File: src/hdl/uaft_pkg.sv
// Shared types, constants and the code point fold function for the UTF-8 fold/trim unit.
// No dependencies; used by uaft_ctrl, uaft_datapath and the top level.
`timescale 1ns / 1ps

package uaft_pkg;

    // saturation bound of the held space run
    localparam int SPACE_W = 6;
    localparam logic [SPACE_W-1:0] MAX_SPACE_RUN = 6'd60;

    // up to four code points come out of one byte (flushed sequence plus the byte itself)
    localparam int SLOT_N     = 4;
    localparam int SLOT_IDX_W = 2;
    localparam int SLOT_CNT_W = 3;

    localparam int CP_W = 21;

    // fold classes
    localparam logic [1:0] KIND_DROP  = 2'd0;
    localparam logic [1:0] KIND_SPACE = 2'd1;
    localparam logic [1:0] KIND_CHAR  = 2'd2;

    typedef struct packed {
        logic [1:0] kind;
        logic [6:0] ch;
    } fold_t;

    typedef struct packed {
        logic capture;
        logic advance;
        logic count_space;
        logic emit_space;
        logic emit_char;
        logic emit_marker;
        logic finish;
    } cmd_t;

    typedef struct packed {
        logic       done;
        logic       last_slot;
        logic [1:0] cur_kind;
        logic       pend_nz;
        logic       is_end;
        logic       emitted;
        logic       out_free;
    } status_t;

    function automatic fold_t fold_cp(input logic [CP_W-1:0] cp);
        fold_t f;
        f.kind = KIND_CHAR;
        f.ch   = 7'd0;
        if (cp < 21'h80) begin
            f.ch = cp[6:0];
            if (cp[6:0] == 7'h20)
                f.kind = KIND_SPACE;
        end
        else if (cp >= 21'h300 && cp <= 21'h36F)
            f.kind = KIND_DROP;
        else if (cp == 21'h2018 || cp == 21'h2019 || cp == 21'h2032)
            f.ch = 7'h27;
        else if (cp == 21'h201C || cp == 21'h201D || cp == 21'h2033)
            f.ch = 7'h22;
        else if (cp == 21'h2013 || cp == 21'h2014)
            f.ch = 7'h2D;
        else if (cp == 21'h00A0) begin
            f.kind = KIND_SPACE;
            f.ch   = 7'h20;
        end
        else if (cp == 21'h00AD || cp == 21'h0131)
            f.ch = 7'h69;
        else if ((cp >= 21'hC0 && cp <= 21'hC5) || (cp >= 21'hE0 && cp <= 21'hE5))
            f.ch = 7'h61;
        else if ((cp >= 21'hC8 && cp <= 21'hCB) || (cp >= 21'hE8 && cp <= 21'hEB))
            f.ch = 7'h65;
        else if ((cp >= 21'hCC && cp <= 21'hCF) || (cp >= 21'hEC && cp <= 21'hEF))
            f.ch = 7'h69;
        else if ((cp >= 21'hD2 && cp <= 21'hD6) || (cp >= 21'hF2 && cp <= 21'hF6))
            f.ch = 7'h6F;
        else if ((cp >= 21'hD9 && cp <= 21'hDC) || (cp >= 21'hF9 && cp <= 21'hFC))
            f.ch = 7'h75;
        else if (cp == 21'hD1 || cp == 21'hF1)
            f.ch = 7'h6E;
        else if (cp == 21'hC7 || cp == 21'hE7)
            f.ch = 7'h63;
        else
            f.kind = KIND_DROP;
        return f;
    endfunction

endpackage

File: src/hdl/uaft_ctrl.sv
// Sequencer for the UTF-8 fold/trim unit: accepts a byte, then walks its code point slots.
// Depends on uaft_pkg.
`timescale 1ns / 1ps

module uaft_ctrl (
    input  logic              clk,
    input  logic              rst_n,
    input  logic              s_tvalid,
    output logic              s_tready,
    input  uaft_pkg::status_t st,
    output uaft_pkg::cmd_t    cmd
);

    localparam logic ST_IDLE = 1'b0;
    localparam logic ST_WALK = 1'b1;

    logic state_reg;
    logic state_next;
    logic need_marker;

    assign s_tready    = (state_reg == ST_IDLE);
    assign need_marker = st.is_end && !st.emitted;

    always_comb
    begin
        cmd        = '0;
        state_next = state_reg;
        unique case (state_reg)
            ST_IDLE:
            begin
                if (s_tvalid)
                begin
                    cmd.capture = 1'b1;
                    state_next  = ST_WALK;
                end
            end
            ST_WALK:
            begin
                if (st.done)
                begin
                    if (need_marker)
                    begin
                        if (st.out_free)
                        begin
                            cmd.emit_marker = 1'b1;
                            cmd.finish      = 1'b1;
                            state_next      = ST_IDLE;
                        end
                    end
                    else
                    begin
                        cmd.finish = 1'b1;
                        state_next = ST_IDLE;
                    end
                end
                else
                begin
                    case (st.cur_kind)
                        uaft_pkg::KIND_CHAR:
                        begin
                            if (st.out_free)
                            begin
                                // held spaces go out ahead of the character
                                if (st.pend_nz)
                                    cmd.emit_space = 1'b1;
                                else
                                begin
                                    cmd.emit_char = 1'b1;
                                    cmd.advance   = 1'b1;
                                    if (st.last_slot)
                                    begin
                                        cmd.finish = 1'b1;
                                        state_next = ST_IDLE;
                                    end
                                end
                            end
                        end
                        uaft_pkg::KIND_SPACE:
                        begin
                            cmd.count_space = 1'b1;
                            cmd.advance     = 1'b1;
                            if (st.last_slot && !need_marker)
                            begin
                                cmd.finish = 1'b1;
                                state_next = ST_IDLE;
                            end
                        end
                        default:
                        begin
                            cmd.advance = 1'b1;
                            if (st.last_slot && !need_marker)
                            begin
                                cmd.finish = 1'b1;
                                state_next = ST_IDLE;
                            end
                        end
                    endcase
                end
            end
            default:
            begin
                state_next = ST_IDLE;
            end
        endcase
    end

    always_ff @(posedge clk or negedge rst_n)
    begin
        if (!rst_n)
            state_reg <= ST_IDLE;
        else
            state_reg <= state_next;
    end

endmodule

File: src/hdl/uaft_datapath.sv
// Datapath of the UTF-8 fold/trim unit: decoder state, slot list, space run and output beat.
// Depends on uaft_pkg.
`timescale 1ns / 1ps

module uaft_datapath (
    input  logic              clk,
    input  logic              rst_n,
    input  logic [7:0]        s_tdata,   // [7:0] in_byte
    input  logic              s_tlast,
    input  uaft_pkg::cmd_t    cmd,
    output uaft_pkg::status_t st,
    output logic              m_tvalid,
    input  logic              m_tready,
    output logic [7:0]        m_tdata,   // [6:0] out_char, [7] zero
    output logic              m_tuser,   // [0] char_valid
    output logic              m_tlast
);

    // decoder state
    logic [7:0] lead_reg, lead_next;
    logic [7:0] held_reg [2];
    logic [1:0] need_reg, need_next;
    logic [1:0] hcnt_reg, hcnt_next;

    // text state
    logic                         started_reg;
    logic [uaft_pkg::SPACE_W-1:0] pend_reg;

    // per-byte slot list
    logic                            end_reg;
    logic                            emitted_reg;
    logic [uaft_pkg::SLOT_CNT_W-1:0] cnt_reg, cnt_next;
    logic [uaft_pkg::SLOT_CNT_W-1:0] idx_reg;
    logic [1:0]                      kind_reg [uaft_pkg::SLOT_N];
    logic [6:0]                      ch_reg   [uaft_pkg::SLOT_N];

    logic [uaft_pkg::CP_W-1:0] slot_cp [uaft_pkg::SLOT_N];
    uaft_pkg::fold_t           slot_fold [uaft_pkg::SLOT_N];

    // output beat
    logic       out_valid_reg;
    logic [6:0] out_ch_reg;
    logic       out_cv_reg;
    logic       out_last_reg;

    logic                            is_cont;
    logic [1:0]                      fresh_need;
    logic                            fresh_open;
    logic                            flushing;
    logic [uaft_pkg::CP_W-1:0]       joined_cp;
    logic [uaft_pkg::SLOT_IDX_W-1:0] cur;
    logic                            later_char;
    logic                            out_free;
    logic                            store_held;

    assign is_cont = (s_tdata[7:6] == 2'b10);

    always_comb
    begin
        if (s_tdata[7:5] == 3'b110)
            fresh_need = 2'd1;
        else if (s_tdata[7:4] == 4'b1110)
            fresh_need = 2'd2;
        else if (s_tdata[7:3] == 5'b11110)
            fresh_need = 2'd3;
        else
            fresh_need = 2'd0;
    end

    assign fresh_open = (fresh_need != 2'd0) && !s_tlast;

    always_comb
    begin
        case (hcnt_reg)
            2'd0:    joined_cp = {10'd0, lead_reg[4:0], s_tdata[5:0]};
            2'd1:    joined_cp = {5'd0, lead_reg[3:0], held_reg[0][5:0], s_tdata[5:0]};
            default: joined_cp = {lead_reg[2:0], held_reg[0][5:0], held_reg[1][5:0],
                                  s_tdata[5:0]};
        endcase
    end

    // slot list and next decoder state for the byte on the input
    always_comb
    begin
        lead_next  = lead_reg;
        need_next  = need_reg;
        hcnt_next  = hcnt_reg;
        cnt_next   = '0;
        flushing   = 1'b0;
        store_held = 1'b0;
        if (need_reg == 2'd0)
        begin
            if (fresh_open)
            begin
                lead_next = s_tdata;
                need_next = fresh_need;
                hcnt_next = 2'd0;
            end
            else
                cnt_next = 3'd1;
        end
        else if (is_cont)
        begin
            if (need_reg == 2'd1)
            begin
                cnt_next  = 3'd1;
                need_next = 2'd0;
                hcnt_next = 2'd0;
            end
            else
            begin
                store_held = 1'b1;
                hcnt_next  = hcnt_reg + 2'd1;
                need_next  = need_reg - 2'd1;
                if (s_tlast)
                begin
                    flushing = 1'b1;
                    cnt_next = {1'b0, hcnt_reg} + 3'd2;
                end
            end
        end
        else
        begin
            // broken sequence: lead and held bytes, then the byte afresh
            flushing = 1'b1;
            if (fresh_open)
            begin
                cnt_next  = {1'b0, hcnt_reg} + 3'd1;
                lead_next = s_tdata;
                need_next = fresh_need;
                hcnt_next = 2'd0;
            end
            else
            begin
                cnt_next  = {1'b0, hcnt_reg} + 3'd2;
                need_next = 2'd0;
                hcnt_next = 2'd0;
            end
        end
        if (s_tlast)
        begin
            lead_next = 8'd0;
            need_next = 2'd0;
            hcnt_next = 2'd0;
        end
    end

    always_comb
    begin
        for (int i = 0; i < uaft_pkg::SLOT_N; i++)
        begin
            if (flushing)
            begin
                if (i == 0)
                    slot_cp[i] = {13'd0, lead_reg};
                else if ((i - 1) < int'(hcnt_reg))
                    slot_cp[i] = {13'd0, held_reg[1'(i + 1)]};
                else
                    slot_cp[i] = {13'd0, s_tdata};
            end
            else if (need_reg != 2'd0)
                slot_cp[i] = joined_cp;
            else
                slot_cp[i] = {13'd0, s_tdata};
            slot_fold[i] = uaft_pkg::fold_cp(slot_cp[i]);
        end
    end

    always_ff @(posedge clk or negedge rst_n)
    begin
        if (!rst_n)
        begin
            lead_reg <= 8'd0;
            need_reg <= 2'd0;
            hcnt_reg <= 2'd0;
            cnt_reg  <= '0;
            end_reg  <= 1'b0;
        end
        else if (cmd.capture)
        begin
            lead_reg <= lead_next;
            need_reg <= need_next;
            hcnt_reg <= hcnt_next;
            cnt_reg  <= cnt_next;
            end_reg  <= s_tlast;
        end
    end

    always_ff @(posedge clk)
    begin
        if (cmd.capture)
        begin
            if (store_held)
                held_reg[hcnt_reg[0]] <= s_tdata;
            for (int i = 0; i < uaft_pkg::SLOT_N; i++)
            begin
                kind_reg[i] <= slot_fold[i].kind;
                ch_reg[i]   <= slot_fold[i].ch;
            end
        end
    end

    // slot walk
    assign cur = idx_reg[uaft_pkg::SLOT_IDX_W-1:0];

    always_comb
    begin
        later_char = 1'b0;
        for (int j = 0; j < uaft_pkg::SLOT_N; j++)
        begin
            if (uaft_pkg::SLOT_CNT_W'(j) > idx_reg && uaft_pkg::SLOT_CNT_W'(j) < cnt_reg
                && kind_reg[j] == uaft_pkg::KIND_CHAR)
                later_char = 1'b1;
        end
    end

    always_ff @(posedge clk or negedge rst_n)
    begin
        if (!rst_n)
        begin
            idx_reg     <= '0;
            emitted_reg <= 1'b0;
        end
        else
        begin
            if (cmd.capture)
                idx_reg <= '0;
            else if (cmd.advance)
                idx_reg <= idx_reg + 3'd1;
            if (cmd.capture)
                emitted_reg <= 1'b0;
            else if (cmd.emit_space || cmd.emit_char || cmd.emit_marker)
                emitted_reg <= 1'b1;
        end
    end

    // space run and text start
    always_ff @(posedge clk or negedge rst_n)
    begin
        if (!rst_n)
        begin
            started_reg <= 1'b0;
            pend_reg    <= '0;
        end
        else if (cmd.finish && end_reg)
        begin
            started_reg <= 1'b0;
            pend_reg    <= '0;
        end
        else
        begin
            if (cmd.emit_char)
                started_reg <= 1'b1;
            if (cmd.emit_space)
                pend_reg <= pend_reg - 6'd1;
            else if (cmd.count_space && started_reg && pend_reg < uaft_pkg::MAX_SPACE_RUN)
                pend_reg <= pend_reg + 6'd1;
        end
    end

    // output beat register
    assign out_free = !out_valid_reg || m_tready;

    always_ff @(posedge clk or negedge rst_n)
    begin
        if (!rst_n)
            out_valid_reg <= 1'b0;
        else if (cmd.emit_space || cmd.emit_char || cmd.emit_marker)
            out_valid_reg <= 1'b1;
        else if (m_tready)
            out_valid_reg <= 1'b0;
    end

    always_ff @(posedge clk)
    begin
        if (cmd.emit_space)
        begin
            out_ch_reg   <= 7'h20;
            out_cv_reg   <= 1'b1;
            out_last_reg <= 1'b0;
        end
        else if (cmd.emit_char)
        begin
            out_ch_reg   <= ch_reg[cur];
            out_cv_reg   <= 1'b1;
            out_last_reg <= end_reg && !later_char;
        end
        else if (cmd.emit_marker)
        begin
            out_ch_reg   <= 7'd0;
            out_cv_reg   <= 1'b0;
            out_last_reg <= 1'b1;
        end
    end

    assign m_tvalid = out_valid_reg;
    assign m_tdata  = {1'b0, out_ch_reg};
    assign m_tuser  = out_cv_reg;
    assign m_tlast  = out_last_reg;

    assign st.done      = (idx_reg == cnt_reg);
    assign st.last_slot = ((idx_reg + 3'd1) == cnt_reg);
    assign st.cur_kind  = kind_reg[cur];
    assign st.pend_nz   = (pend_reg != '0);
    assign st.is_end    = end_reg;
    assign st.emitted   = emitted_reg;
    assign st.out_free  = out_free;

    a_one_emit: assert property (@(posedge clk) disable iff (!rst_n)
        $onehot0({cmd.emit_space, cmd.emit_char, cmd.emit_marker}))
        else $error("more than one result loaded in a cycle");

    a_emit_free: assert property (@(posedge clk) disable iff (!rst_n)
        (cmd.emit_space || cmd.emit_char || cmd.emit_marker) |-> out_free)
        else $error("result loaded over an unsent beat");

    a_pend_bound: assert property (@(posedge clk) disable iff (!rst_n)
        pend_reg <= uaft_pkg::MAX_SPACE_RUN)
        else $error("space run above bound");

    a_marker_last: assert property (@(posedge clk) disable iff (!rst_n)
        (m_tvalid && !m_tuser) |-> m_tlast)
        else $error("end marker without last");

    a_slot_range: assert property (@(posedge clk) disable iff (!rst_n)
        idx_reg <= cnt_reg)
        else $error("slot walk ran past the list");

endmodule

File: src/hdl/utf8_ascii_fold_trim_unit.sv
// Top level of the UTF-8 to trimmed ASCII fold unit.
// Depends on uaft_pkg, uaft_ctrl and uaft_datapath.
`timescale 1ns / 1ps

// Takes one UTF-8 byte per input beat (tlast on the final byte of the string) and gives folded
// ASCII characters on the output, one per beat, tuser high when tdata carries a character.
// A byte is taken while the sequencer is idle; the block then walks the code points decoded from it (one
// for a plain byte, up to four when a broken sequence is replayed) and sends any held spaces
// ahead of a character before the character itself. A string end that produced no character
// also gets an end marker beat. The output register lets the next byte be taken while a
// result still waits on tready; a stalled output holds the slot walk.
module utf8_ascii_fold_trim_unit (
    input  logic       clk,
    input  logic       rst_n,
    input  logic       s_tvalid,
    output logic       s_tready,
    input  logic [7:0] s_tdata,   // [7:0] in_byte
    input  logic       s_tlast,   // end_of_string
    output logic       m_tvalid,
    input  logic       m_tready,
    output logic [7:0] m_tdata,   // [6:0] out_char, [7] zero
    output logic       m_tuser,   // [0] char_valid
    output logic       m_tlast    // last
);

    uaft_pkg::cmd_t    cmd;
    uaft_pkg::status_t st;

    uaft_ctrl u_ctrl (
        .clk      (clk),
        .rst_n    (rst_n),
        .s_tvalid (s_tvalid),
        .s_tready (s_tready),
        .st       (st),
        .cmd      (cmd)
    );

    uaft_datapath u_dp (
        .clk      (clk),
        .rst_n    (rst_n),
        .s_tdata  (s_tdata),
        .s_tlast  (s_tlast),
        .cmd      (cmd),
        .st       (st),
        .m_tvalid (m_tvalid),
        .m_tready (m_tready),
        .m_tdata  (m_tdata),
        .m_tuser  (m_tuser),
        .m_tlast  (m_tlast)
    );

endmodule

File: config.mk
export PLATFORM = sky130hd
export DESIGN_NAME = utf8_ascii_fold_trim_unit
export DESIGN_NICKNAME = d
export VERILOG_FILES = /design/src/hdl/uaft_pkg.sv /design/src/hdl/uaft_ctrl.sv /design/src/hdl/uaft_datapath.sv /design/src/hdl/utf8_ascii_fold_trim_unit.sv
export SDC_FILE = /design/constraint.sdc
export NUM_CORES = 1
export LEC_CHECK = 0
export BUFFER_PORTS_ARGS = -buffer_cell sky130_fd_sc_hd__buf_2
export CORE_MARGIN = 10
export CORE_UTILIZATION = 60
export CTS_CLUSTER_DIAMETER = 200
export CTS_CLUSTER_SIZE = 12
export DETAILED_ROUTE_END_ITERATION = 6
export GPL_TIMING_DRIVEN = 0
export HOLD_SLACK_MARGIN = 0.06
export PLACE_DENSITY_LB_ADDON = 0.05
export REMOVE_ABC_BUFFERS = 1
export SLEW_MARGIN = 20
export SYNTH_ARGS = -nofsm -noshare
export SYNTH_HDL_FRONTEND = slang
export SYNTH_SLANG_ARGS = --single-unit
export TNS_END_PERCENT = 100
File: constraint.sdc
create_clock -name clk -period 6.4 [get_ports clk]
set_input_delay 0.32 -clock clk [delete_from_list [all_inputs] [get_ports clk]]
set_output_delay 0.32 -clock clk [all_outputs]
set_load 0.005 [all_outputs]
======== Word level (Yosys, flattened, before mapping) ========
Memories as Yosys holds them, arrays and structs flattened.
Index checks and enable logic that the tools add are counted.
word-level totals
  register bits after elaboration ......... 38
  memory bits (writable) .................. 52
  input port bits ......................... 13
  output and inout bits ................... 12
  logic and storage cells ................. 544
  memories ................................ 3
cells by class
  $add $sub $neg .......................... 7
  $lt $le $gt $ge ......................... 104
  eq/ne operators ......................... 80
  muxes and demuxes ....................... 202
  bitwise gates (word level) .............. 1
  reduce and logical (&&, ||, !) cells .... 133
memory list
  memory         words  width  read ports  clocked after Yosys merged registers in  wr ports  line                 text
  u_dp.ch_reg    4      7      1           0                                        4         uaft_datapath.sv:35  logic [6:0] ch_reg [uaft_pkg::SLOT_N];
  u_dp.held_reg  2      8      2           0                                        1         uaft_datapath.sv:21  logic [7:0] held_reg [2];
  u_dp.kind_reg  4      2      5           0                                        4         uaft_datapath.sv:34  logic [1:0] kind_reg [uaft_pkg::SLOT_N];
operators with widths
  cell                                                         count
  >= comparator 21 x 8 -> 1 bit, second input constant         40
  <= comparator 21 x 8 -> 1 bit, second input constant         40
  == test 21 x 14 -> 1 bit, second input constant              32
  == test 21 x 8 -> 1 bit, second input constant               24
  2-to-1 mux 7 bit                                             50
  2-to-1 mux 2 bit                                             69
  2-to-1 mux 21 bit                                            5
  == test 21 x 9 -> 1 bit, second input constant               4
  >= comparator 21 x 10 -> 1 bit, second input constant        4
  <= comparator 21 x 10 -> 1 bit, second input constant        4
  less-than comparator 21 x 8 -> 1 bit, second input constant  4
  2-to-1 mux 9 bit                                             8
  logical AND 1 bit                                            59
  2-to-1 mux 8 bit                                             7
  logical OR 1 bit                                             55
  2-to-1 mux 1 bit                                             49
  one-hot mux 21 bit (2 select lines)                          1
  == test 7 x 6 -> 1 bit, second input constant                4
  2-to-1 mux 6 bit                                             4
  2-to-1 mux 3 bit                                             7
  nonzero test 2 bit                                           7
  == test 2 bit, second input constant                         6
  adder 6 x 1 -> 6 bit, second input constant                  1
  == test 2 x 1 -> 1 bit, second input constant                3
  other kinds (28)                                             40

======== Logic depth before layout (Yosys ltp) ========
Gate-level depths: netlist of the first run.
  word-level depth ........................ 21
  depth in mapped cells ................... 14
  depth with buffers taken out ............ 13

======== Modules after synthesis ========
A second synthesis of the first run with hierarchy kept.
unflattened totals
  cell total of the unflattened synthesis .. 822
  area total of the unflattened synthesis .. 7203.2 µm²
by module, submodules not included
  module         instances  cells an instance  area an instance (µm²)  seq. area each (µm²)
  uaft_datapath  1          802                7054.3                  2442.3
  uaft_ctrl      1          20                 148.9                   25.0

======== Worst setup path before layout of the first run ========
OpenSTA, ideal clock, no wires.
  kind .................................... reg-to-reg
  start ................................... reg u_dp.idx_reg[0] (netlist bit)
  end ..................................... reg u_dp.pend_reg[5] (netlist bit)
  library setup time ...................... 0.133 ns
  arrival time ............................ 3.136 ns
  required time ........................... 6.267 ns
  slack ................................... 3.131 ns
  stages on the path, launching flop included .. 14
  path buffers ............................ 1
  period minus slack after synthesis ...... 3.269 ns
  cell sequence ........................... dfrtp_1 mux4_2 nand2b_1 nor2_1 and3_1 clkbuf_1 ha_1 a21o_1 a21o_1 a21o_1 a21oi_1 mux2i_1 xor2_1 nor2_1
RTL lines
  what                    line                  text
  from (decl)             uaft_datapath.sv:33   logic [uaft_pkg::SLOT_CNT_W-1:0] idx_reg;
  from (signal assigned)  uaft_datapath.sv:229  idx_reg <= idx_reg + 3'd1;
  to (signal assigned)    uaft_datapath.sv:255  pend_reg <= pend_reg - 6'd1;
  to (signal assigned)    uaft_datapath.sv:257  pend_reg <= pend_reg + 6'd1;
  to (decl)               uaft_datapath.sv:27   logic [uaft_pkg::SPACE_W-1:0] pend_reg;

==> metrics.txt, run 1 <==
status finished clean; setup ws final 2.04 ns; gr ovfl total 0; Psw 1.36 mW; GR Util All Layers 25.1%; post-synth top area cell edfxtp_1; routed length per instance 22.2 um; Root Buffer clkbuf_16; post-synth top area share 22.3%; CP Data Arrival Time 4.37 ns; Clock Power Share 16.4%; Yosys warnings 0; Area growth, synth to finish 6.09%; most frequent cells in the layout 91 x nand2_1, 89 x nor2_1, 52 x edfxtp_1, 42 x mux2i_1, 35 x nand3_1; Mapped Cells 802; Place WS 2.26 ns; crit start category register; RSZ-0062 raised after global routing false; final WL 20800 um; worst vdd ir 0.000327 V; Sum Neg Setup Slack 0 ns; width of the chip 128 um; Rel. slew slack 34.7%; final setup fails 0; Clk pin slew, worst setup/hold paths 0.07 ns; Max Freq 0.230 GHz; static leakage 3.00 nW; DR DRC count 0; Worst Hold Class input port to register; row count 39; FFs w/ async S/R, synth 32.2%; reg2reg path depth 10; RePlAce Congestion 0.984; Pint 1.70 mW; Sw Share 44.5%; WHS Endpoint u_dp.held_reg[1][7]; PortBufs 23; logic gate share of total power 50.1%; Starting Density 61.3%; Mapped Avg Cell Area 8.73 um2; Area contributors post-synth edfxtp_1 22%, dfrtp_1 10%, mux2i_1 6.0%; first-pass GRT wire length 32900 um; Hold Crit Depth 1; CORE AREA 11400 um2; drt first pass iters 5; via count 6475; vias in the first global route 5920; max_cap viols 0; die area 16400 um2; post-synthesis sequential area ratio 35.2%; final antenna-violating net count 0; worst reg2reg startpoint u_dp.hcnt_reg[1]; fin util 65.1%; Tcrit/Tclk final 68.1%; Crit. End Element register; share of cells above drive strength 1 11.5%; Yosys cell types 86; number of flops mapped to enable cells by yosys 52; critical path class register to register; diodes inserted 0; Initial DRC Count 798; Filler cells 956; power density cells 412 nW/um2; Final Hold Violating Endpoints 0; R2R setup slack 2.04 ns; flops & latches, synth 90; max reg flops 28; CTS sink count 90; number of CTS-inserted buffers 9; NumNets Final 817; TritonCTS clock tree done; die height 128 um; leading cell type in the layout, fill and taps excluded nand2_1; skew final 0.0110 ns; pins over their slew limit 0; H-tree level count 3; initial antenna violation count 0; hold wc startpoint s_tdata[7]; Slew @ Worst Pin 0.972 ns; worst endpoint required time 6.42 ns; ys flop type edfxtp_1; Min Clock Period, post-route 4.36 ns; io pins 25; clk_lat worst skew 0.35 ns; area of the mapped netlist 7000 um2; Vias/cell 6.91; reg2reg end u_dp.ch_reg[3][5]; Max Root-Sink Buffers 2; crit-path max FO 19; share of power burned in registers 33.4%; DP Wirelength 15000 um; pin count of the biggest net entering global routing 42
cells in the mapped netlist, drive strengths merged, types with 5 or more instances:
cell type / count
buf: 13
xor2: 8
o21bai: 5
o211ai: 13
inv: 15
a21oi: 35
a22o: 9
nor2b: 14
and2: 5
a31oi: 19
or3: 8
nor4b: 5
o31ai: 11
nand2b: 22
mux2: 11
nand3b: 8
nand4: 11
dfrtp: 29
nand4b: 5
nor2: 90
a21o: 7
o21ai: 43
nor3: 27
clkbuf: 39
nand2: 91
edfxtp: 52
mux4: 9
nor3b: 10
a211oi: 8
o41ai: 5
ha: 14
dfxtp: 9
nand3: 36
xnor2: 5
mux2i: 42
cells by family (layout without fill, tap and decap cells):
kind of cell	count (synthesis)	in the layout	share of synthesized area [%]
AO/OA/AOI/OAI	196	196	19.2
AND/OR/NAND/NOR	358	358	26.5
XOR/XNOR	13	13	1.63
other	1	1	0.0535
adder cells (fa/ha/maj)	15	15	2.79
multiplexers	62	62	10.7
buffers and inverters	67	59	3.93
flip-flops	90	90	35.2
worst max-delay path: stages (launching register included):
cell      delay (ns)
dfrtp_1         0.46
inv_1           0.30
ha_1            0.49
or2_1           0.30
nor2_1          0.07
o221ai_1        0.38
nor4b_2         0.19
nor2_2          0.73
o41ai_2         0.24
nor4b_1         0.54
o21ai_0         0.31
through the flow:
stage               power [mW]  instances  hold slack (ns)  instance area (um2)
floorplan                 2.06        750           0.0244                 6790
global placement          2.47        916            0.374                 7080
detailed placement        2.53        920            0.397                 7130
CTS                       3.04        937            0.281                 7420
global route              3.26        937            0.316                 7430
finish                    3.06        937            0.298                 7430
worst max path at each step:
stage	from	endpoint	slack [ns]
3_5_place_dp	u_dp.hcnt_reg[1]	u_dp.ch_reg[3][5]	2.26
4_1_cts	u_dp.hcnt_reg[1]	u_dp.ch_reg[3][5]	2.22
2_1_floorplan	u_dp.idx_reg[0]	u_dp.pend_reg[5]	2.93
3_3_place_gp	s_tdata[6]	u_dp.ch_reg[3][5]	1.88
5_1_grt	u_dp.hcnt_reg[1]	u_dp.ch_reg[3][5]	1.81
6_report	u_dp.hcnt_reg[1]	u_dp.ch_reg[3][5]	2.04
power by group through the flow:
stage / Clock, mW / Sequential, mW / Combinational [mW]
global placement: 0 / 1.02 / 1.45
CTS: 0.516 / 1.02 / 1.50
floorplan: 0 / 0.970 / 1.09
global route: 0.533 / 1.05 / 1.68
finish: 0.504 / 1.02 / 1.54
detailed placement: 0 / 1.03 / 1.49
layout make-up:
cell class | count | area (um2) | area share [%]
well taps | 143 | 179 | 2.41
flip-flops and latches | 90 | 2470 | 33.2
inverters | 15 | 56.3 | 0.758
multi-input cells | 645 | 4290 | 57.8
repair buffers | 28 | 160 | 2.16
clock inverters | 4 | 25.0 | 0.337
clock buffers | 12 | 250 | 3.37
metal layers:
metal  GRT usage (%)  wire length [um]  vias up
li1                -                 -     2972
met2            40.1              9700      357
met5               0                 0        -
met3            4.67              1860       56
met4            8.41               590        0
met1            33.4              8630     3090
what timing repair did:
| action | 4_1_cts | 5_1_grt |
|---|---|---|
| gates resized for setup | 0 | 0 |
| hold buffers | 1 | 0 |
| endpoints found under the hold margin | 29 | 0 |
| setup buffers | 0 | 0 |
(Power assumes the default switching activity.)
==> run 2, diff against run 1 <==
clock period = 4.4 ns   (was 6.4 ns; I/O delays follow)
==> run 2 against run 1 <==
  * Count of clock-buffer cells in the layout is the same
  * Largest cell class unchanged
  * Worst setup slack worse by 1.8 ns
  * Cell count unchanged
  * Worst hold slack got worse by 0.10 ns
  * Via count is the same
  * Die area unchanged
  * Clock power rose by 45%
  * Cell area grew 0.17%
  * Sequential power up 46%
  * Flip-flop and latch count unchanged
==> metrics.txt, run 2 (same netlist as run 1, synthesis figures left out) <==
Starting Density 61.3% (unchanged); io pins 25 (unchanged); DR DRC count 0 (unchanged); DP Wirelength 15000 um (unchanged); Final Hold Violating Endpoints 0 (unchanged); Max Freq 0.241 GHz (+5.0%); Clk pin slew, worst setup/hold paths 0.07 ns (about the same); reg2reg path depth 10 (unchanged); die height 128 um (unchanged); number of CTS-inserted buffers 9 (unchanged); Rel. slew slack 33.5% (-1.2 points); Initial DRC Count 808 (+1.3%); width of the chip 128 um (unchanged); RSZ-0062 raised after global routing false; Filler cells 951 (-0.52%); worst endpoint required time 4.42 ns (-2.00 ns); NumNets Final 817 (unchanged); CP Cell Sequence inv_1 -> ha_1 -> or2_1 -> a311oi_2 -> o31ai_1 -> o211ai_1 -> nand3_1 -> a21oi_1 -> nor4b_1 -> o21ai_0; worst reg2reg startpoint u_dp.hcnt_reg[1]; hold wc startpoint s_tdata[7]; PortBufs 23 (unchanged); pin count of the biggest net entering global routing 42 (unchanged); Slew @ Worst Pin 0.984 ns (+0.0121 ns); first-pass GRT wire length 32900 um (unchanged); RePlAce Congestion 0.984 (unchanged); via count 6475 (unchanged); crit-path max FO 14 (-5); H-tree level count 3 (unchanged); row count 39 (unchanged); most frequent cells in the layout 91 x nand2_1, 89 x nor2_1, 52 x edfxtp_1, 42 x mux2i_1, 35 x nand3_1; Tcrit/Tclk final 94.3% (+26 points); max reg flops 28 (unchanged); Area growth, synth to finish 6.27%; total power 4.47 mW (+46%); status finished clean; clk_lat worst skew 0.35 ns (about the same); diodes inserted 0 (unchanged); critical path class register to register; crit start category register; Max Root-Sink Buffers 2 (unchanged); Min Clock Period, post-route 4.15 ns (-0.207 ns); max_cap viols 0 (unchanged); worst vdd ir 0.000472 V (+45%); drt first pass iters 6 (+1); multi-input combinational cell area 4310 um2 (+0.29%); power density cells 600 nW/um2 (+46%); final antenna-violating net count 0 (unchanged); die area 16400 um2 (unchanged); Post-CTS Setup Bufs 0 (unchanged); fin util 65.2% (+0.11 points); share of cells above drive strength 1 11.6% (+0.13 points); Vias/cell 6.91 (unchanged); Hold Crit Depth 1 (unchanged); delay of the slowest cell on the worst path 0.77 ns (+0.04 ns); slowest CP cell o31ai_1; vias in the first global route 5920 (unchanged); gr ovfl total 0 (unchanged); routed length per instance 22.2 um (+0.20%); CP Data Arrival Time 4.17 ns (-0.20 ns); final setup fails 0 (unchanged); GR Util All Layers 25.1% (unchanged); pins over their slew limit 0 (unchanged); CP Launch Point u_dp.hcnt_reg[1]; skew final 0.0110 ns (+0.0000554 ns); Worst Hold Class input port to register; Root Buffer clkbuf_16; CTS sink count 90 (unchanged); TritonCTS clock tree done; final WL 20800 um (+0.20%); static leakage 3.00 nW (about the same); CORE AREA 11400 um2 (unchanged); Crit. End Element register; register area 2470 um2 (unchanged); leading cell type in the layout, fill and taps excluded nand2_1; initial antenna violation count 0 (unchanged)
[run 2: changes by cell type in the layout (fill, tap and decap cells not counted)]
| cell | previous run | this run |
|---|---|---|
| a41oi_1 | 1 | 0 |
| a41oi_2 | 0 | 1 |
| nor2_2 | 1 | 0 |
| nor2_4 | 0 | 1 |
[run 2: routing by layer]
metal	global-route usage [%]	routed length (um)	share of wire, %
met1	33.4	8770	42
met2	40.1	9660	46
met3	4.67	1820	8.7
met4	8.41	577	2.8
met5	0	0	0
[run 2: critical path: cells and delay by family, from the launching register on]
family / cells / cell delay, ns
AOI/OAI and AO/OA: 5 / 1.61
and+or+nand+nor: 3 / 0.96
buffers and inverters: 1 / 0.29
adders and majority gates: 1 / 0.49
DFF: 1 / 0.46
[run 2: layout make-up]
type	count	share of cell area, %
sequential	90	33.1
clock buffer	12	3.36
multi-input combinational	645	57.8
tap	143	2.40
timing repair buffer	28	2.15
clock inverter	4	0.336
inverter	15	0.756
[run 2: report_power, final]
part           switching, mW  internal (mW)
Combinational           1.41          0.837
Clock                  0.325          0.405
Sequential             0.260           1.23
[run 2: stage by stage]
stage | hold slack (ns) | cells | setup slack (ns) | setup TNS (ns) | area, um2
after global routing | 0.216 | 937 | 0.0681 | 0 | 7440
after CTS | 0.181 | 937 | 0.217 | 0 | 7420
after global placement | 0.274 | 916 | -0.114 | -0.114 | 7080
final | 0.195 | 937 | 0.252 | 0 | 7440
after floorplan | -0.0756 | 750 | 0.926 | 0 | 6790
after detailed placement | 0.297 | 920 | 0.263 | 0 | 7130
[run 2: repair_timing]
action | CTS | global route
hold endpoints to repair | 29 | 0
resized for setup | 0 | 2
setup endpoints to repair | 0 | 1
hold buffers | 1 | 0
[run 2: path summary, 6_finish.rpt]
path                                       endpoint  slack, ns
worst max-delay path              u_dp.ch_reg[3][5]       0.25
max in group asynchronous          u_dp.pend_reg[1]       3.52
min in group asynchronous          u_dp.lead_reg[4]       0.44
worst min register to register         u_dp.m_tuser       0.47
worst min-delay path            u_dp.held_reg[0][7]       0.19
worst max register to register    u_dp.ch_reg[3][5]       0.25
